## config.mk

```make
export PLATFORM = sky130hd
export DESIGN_NAME = pairwise_rank_sorter_unit
export DESIGN_NICKNAME = d
export VERILOG_FILES = /design/src/design/prs_pkg.sv /design/src/design/prs_cell.sv /design/src/design/pairwise_rank_sorter_unit.sv
export SDC_FILE = /design/constraint.sdc
export NUM_CORES = 2
export LEC_CHECK = 0
export ABC_AREA = 0
export ABC_CLOCK_PERIOD_IN_PS = 30800
export BUFFER_PORTS_ARGS = -buffer_cell sky130_fd_sc_hd__buf_4
export CAP_MARGIN = 20
export CORE_AREA = 2 2 361 220
export CTS_CLUSTER_SIZE = 14
export DETAILED_ROUTE_END_ITERATION = 8
export DIE_AREA = 0 0 363 222
export PLACE_DENSITY_LB_ADDON = 0.05
export SKIP_LAST_GASP = 1
export SLEW_MARGIN = 20
export SYNTH_ARGS = -nofsm -noshare
export SYNTH_HDL_FRONTEND = slang
export SYNTH_HIERARCHICAL = 1
export SYNTH_SLANG_ARGS = --single-unit
```

## constraint.sdc

```tcl
create_clock -name clk -period 30.8 [get_ports clk]
set_input_delay 1.54 -clock clk [delete_from_list [all_inputs] [get_ports clk]]
set_output_delay 1.54 -clock clk [all_outputs]
set_load 0.01 [all_outputs]
```

## src/design/prs_pkg.sv

```systemverilog
// Package for the pairwise rank sorter: entry type and field widths.
`timescale 1ns / 1ps
`default_nettype none
package prs_pkg;
	localparam int VAL_W = 9;
	localparam int POS_W = 6;

	typedef struct packed {
		logic             vld;
		logic [VAL_W-1:0] val;
	} prs_ent_t;

	typedef struct packed {
		logic ins;
		logic shift;
	} prs_ctl_t;
endpackage
`default_nettype wire

```

## src/design/prs_cell.sv

```systemverilog
// One cell of the insertion chain: holds one entry, inserts or shifts.
`timescale 1ns / 1ps
`default_nettype none
module prs_cell
	import prs_pkg::*;
(
	input  wire              clk,
	input  wire              arst_n,
	input  prs_ctl_t         ctl,
	input  wire [VAL_W-1:0]  bval,
	input  prs_ent_t         prev_ent,
	input  wire              prev_keep,
	input  prs_ent_t         next_ent,
	output prs_ent_t         ent,
	output logic             keep
);
	logic             vld_q;
	logic [VAL_W-1:0] val_q;

	// entry holds its place when it is not greater than the new item
	assign keep = vld_q && (val_q <= bval);
	assign ent  = '{vld: vld_q, val: val_q};

	always_ff @(posedge clk or negedge arst_n) begin
		if (!arst_n) begin
			vld_q <= 1'b0;
		end else if (ctl.shift) begin
			vld_q <= next_ent.vld;
		end else if (ctl.ins && !keep) begin
			vld_q <= prev_keep ? 1'b1 : prev_ent.vld;
		end
	end

	always_ff @(posedge clk) begin
		if (ctl.shift) begin
			val_q <= next_ent.val;
		end else if (ctl.ins && !keep) begin
			val_q <= prev_keep ? bval : prev_ent.val;
		end
	end
endmodule
`default_nettype wire

```

## src/design/pairwise_rank_sorter_unit.sv

```systemverilog
// Pairwise rank sorter: a chain of cells kept in stable ascending order.
// Usage:
//   Items enter on s_tvalid/s_tready/s_tdata (value) with s_tlast on the
//   final one of a set. Each item is inserted into a chain of
//   MAX_ITEMS cells, behind every held value not greater than it, so equal
//   values keep arrival order and a cell's place is the item's rank.
//   Items arriving while all cells are full are dropped; s_tlast still counts.
//   After the item with s_tlast, the set drains from cell 0 on
//   m_tvalid/m_tready/m_tdata (sorted value, rank) with m_tlast on the
//   final result. The first result is shown in the cycle after that item.
//   Load: one item per cycle. Drain: one result per cycle, N results for N
//   held values, paced by the chain shifting one cell per accepted result.
//   s_tready is low during the drain; a stalled receiver holds the chain
//   and the output still. Reset empties the chain and ends any drain.
`timescale 1ns / 1ps
`default_nettype none
module pairwise_rank_sorter_unit
	import prs_pkg::*;
#(
	parameter int MAX_ITEMS = 64
) (
	input  wire        clk,
	input  wire        arst_n,
	input  wire        s_tvalid,
	output logic       s_tready,
	input  wire [15:0] s_tdata,  // [8:0] value, [15:9] zero
	input  wire        s_tlast,
	output logic       m_tvalid,
	input  wire        m_tready,
	output logic [15:0] m_tdata, // [8:0] sorted_value, [14:9] position, [15] zero
	output logic       m_tlast
);
	prs_ent_t   ent [MAX_ITEMS];
	logic       keep [MAX_ITEMS];
	prs_ctl_t   ctl;
	logic       drain_q;
	logic [POS_W-1:0] pos_q;
	logic       s_acc, m_acc, full;

	assign full     = ent[MAX_ITEMS-1].vld;
	assign s_tready = !drain_q;
	assign s_acc    = s_tvalid && s_tready;
	assign m_tvalid = drain_q && ent[0].vld;
	assign m_acc    = m_tvalid && m_tready;
	assign m_tlast  = !ent[1].vld;
	assign m_tdata  = {1'b0, pos_q, ent[0].val};
	assign ctl      = '{ins: s_acc && !full, shift: m_acc};

	genvar i;
	generate
		for (i = 0; i < MAX_ITEMS; i++) begin : g_cell
			prs_ent_t pe, ne;
			logic     pk;
			if (i == 0) begin : g_first
				assign pe = '0;
				assign pk = 1'b1;
			end else begin : g_mid
				assign pe = ent[i-1];
				assign pk = keep[i-1];
			end
			if (i == MAX_ITEMS - 1) begin : g_end
				assign ne = '0;
			end else begin : g_nxt
				assign ne = ent[i+1];
			end
			prs_cell u_cell (
				.clk       (clk),
				.arst_n    (arst_n),
				.ctl       (ctl),
				.bval      (s_tdata[VAL_W-1:0]),
				.prev_ent  (pe),
				.prev_keep (pk),
				.next_ent  (ne),
				.ent       (ent[i]),
				.keep      (keep[i])
			);
		end
	endgenerate

	always_ff @(posedge clk or negedge arst_n) begin
		if (!arst_n) begin
			drain_q <= 1'b0;
			pos_q   <= '0;
		end else if (s_acc && s_tlast) begin
			drain_q <= 1'b1;
			pos_q   <= '0;
		end else if (m_acc) begin
			if (m_tlast) begin
				drain_q <= 1'b0;
				pos_q   <= '0;
			end else begin
				pos_q <= pos_q + 1'b1;
			end
		end
	end
endmodule
`default_nettype wire

```

==> results.toml <==
[placed_design]
port_buffers = 31
gp_congestion = 0.867
hpwlAfterDp_um = 89000

[sta]
finalCritPeriodShare = 0.213
max_slew_margin = 0.346
setup_viol = 0
slew_viol_final = 0
grt_setup_unrepaired = "false"
layout_min_cycle_time_ns = 6.56
timing.final.hold_violations = 0
tns_ns = 0
clock_skew_ns = 0.0160
worstMarginPinSlew_ns = 0.981
fmax_mhz = 152

[clock_tree]
clock_latency_ns = 0.65
numCtsBuffers = 69
post-cts-setup-buffers = 0
h-tree-depth = 3
cts_root_buf = "clkbuf_16"
clock-sinks = 647
clk_pin_slew_ns = 0.06
cts_tree = "yes"
cts_resized = 0
clockBufferDepth = 3
ctsHoldBuffers = 0

[setup_path]
worstSetupPathType = "primary input to register"
critPathLaunch = "m_tready"
endpoint_kind = "register"
reg2regPathDepth = 8
worstPathRequired_ns = 31.09
cp.arrival_ns = 6.85
critPathMaxFanout = 196
r2r_slack_ns = 24.67
critPathLaunchType = "primary input"
timing.rr.end = "g_cell[35].u_cell/val_q[4]$_DFFE_PP_"
r2r_start = "drain_q$_DFFE_PN0P_"

[detailed_routing]
drt_wl_total_um = 132000
vias = 38800
drt_iter0_drc = 4607
viasPerCell = 6.39
wl_per_cell_um = 21.7
firstDrtPassIters = 6
drc = 0
detail-route-antenna-nets = 0

[global_routing]
grt_usage = 0.322
grt_antenna_before_repair = 0
grt_first_pass_wirelength_um = 208000
met3_usage = 0.0687
gr-usage-met2 = 0.433
gr-total-overflow = 0
grt_max_degree = 209
grt_pass1_vias = 36800
use_met1 = 0.529
top_usage_layer = "met1"

[synthesis]
syn_inst = 5103
yosys_warnings = 6
avgSynthCellArea_sq_um = 9.77
synth_area_sq_um = 49900

[floorplan]
die_x_um = 363
io_pins = 40
rows = 79
initial_utilization = 0.648
die_y_um = 222
core_area_sq_um = 77000
dieArea_sq_um = 80600

[min_path]
worstHoldStart = "g_cell[36].u_cell/vld_q$_DFFE_PN0P_"
min_to = "g_cell[35].u_cell/vld_q$_DFFE_PN0P_"
hold_depth = 2
min_path_type = "register to register"

[cells_and_area]
fillers = 6028
final_nets = 5608
regArea_sq_um = 19100
drive_gt1_frac = 0.0816
insertedDiodeCount = 0
multi_input_area_sq_um = 27300
final_util = 0.687
synthToLayoutAreaGrowth_pct = 6.14

[pwr]
p_per_area_nw_per_um2 = 105
max-vdd-ir-drop_mv = 0.0676
p_leak_nw = 23.3

[job]
max_cap_viol_count = 0

[outcome]
status = "completed"
## worst max-delay path by stage
| stage | endpoint | slack, ns | cells past startpoint |
|---|---|---|---|
| 3_5_place_dp | g_cell[32].u_cell/val_q[8]$_DFFE_PP_ | 23.68 | 9 |
| 3_3_place_gp | g_cell[33].u_cell/val_q[0]$_DFFE_PP_ | 23.76 | 9 |
| 6_report | g_cell[35].u_cell/val_q[4]$_DFFE_PP_ | 24.24 | 9 |
| 5_1_grt | g_cell[35].u_cell/val_q[4]$_DFFE_PP_ | 23.82 | 9 |
| 4_1_cts | g_cell[32].u_cell/val_q[5]$_DFFE_PP_ | 24.37 | 9 |
| 2_1_floorplan | g_cell[0].u_cell/vld_q$_DFFE_PN0P_ | 18.99 | 5 |
## flip-flops by register name (all words and copies together), names as in the netlist
| name | cells |
|---|---|
| g_cell.u_cell/val_q | 576 |
| pos_q | 6 |
| g_cell.u_cell/vld_q | 64 |
| drain_q | 1 |
## routing by layer
layer / vias up / wire length (um)
met1: 18700 / 65100
met5: - / 0
met3: 118 / 13100
met2: 1651 / 51700
li1: 18400 / -
met4: 0 / 1590
## placed cells by master, fill, tap and decap left out, types with 4 or more instances in the layout
cell type	count
and3_2	64
conb_1	22
clkinv_2	10
a32oi_1	64
a21oi_1	149
nor2b_4	64
a21o_1	128
a211o_1	64
bufinv_16	4
buf_6	9
ha_1	577
clkbuf_16	73
a31oi_1	64
o21ai_0	641
nor2_1	64
inv_1	643
and4_1	64
mux2i_1	579
buf_4	62
nand4_1	66
nand3_1	70
o2111ai_2	64
nand2_1	645
o21a_1	64
clkbuf_8	7
dfrtp_1	71
edfxtp_1	576
o31ai_1	64
clkinv_1	6
a21oi_2	44
clkbuf_1	20
## final cells by class
cell class                 count  share of cell area
multi-input combinational   3574               0.516
clock inverter                23             0.00409
sequential                   647               0.360
tap                         1012              0.0239
clock buffer                 100              0.0378
inverter                     644              0.0458
timing repair buffer          74              0.0118
## worst max-delay path, stage by stage
cell,delay [ns]
buf_4,0.11
nand3_4,0.14
inv_8,0.60
buf_4,0.68
buf_4,0.80
buf_4,0.82
buf_12,0.59
buf_4,0.81
a211o_1,0.48
## metrics by stage
step	hold WS (ns)	total power, W	instance area, sq um	instances	worst slack, ns
finish	0.527	0.00554	52900	6074	24.24
global route	0.560	0.00592	52900	6074	23.82
floorplan	0.525	0.00394	49900	5123	18.99
detailed placement	0.514	0.00462	50600	5951	23.68
CTS	0.528	0.00548	52800	6074	24.37
global placement	0.510	0.00451	50500	5943	23.76
## report_power, final
group	switching, W	internal, W
Clock	0.000365	0.000484
Sequential	0.000465	0.00167
Combinational	0.00151	0.00105
Total	0.00234	0.00320
Power figures use the tool's default switching activity.
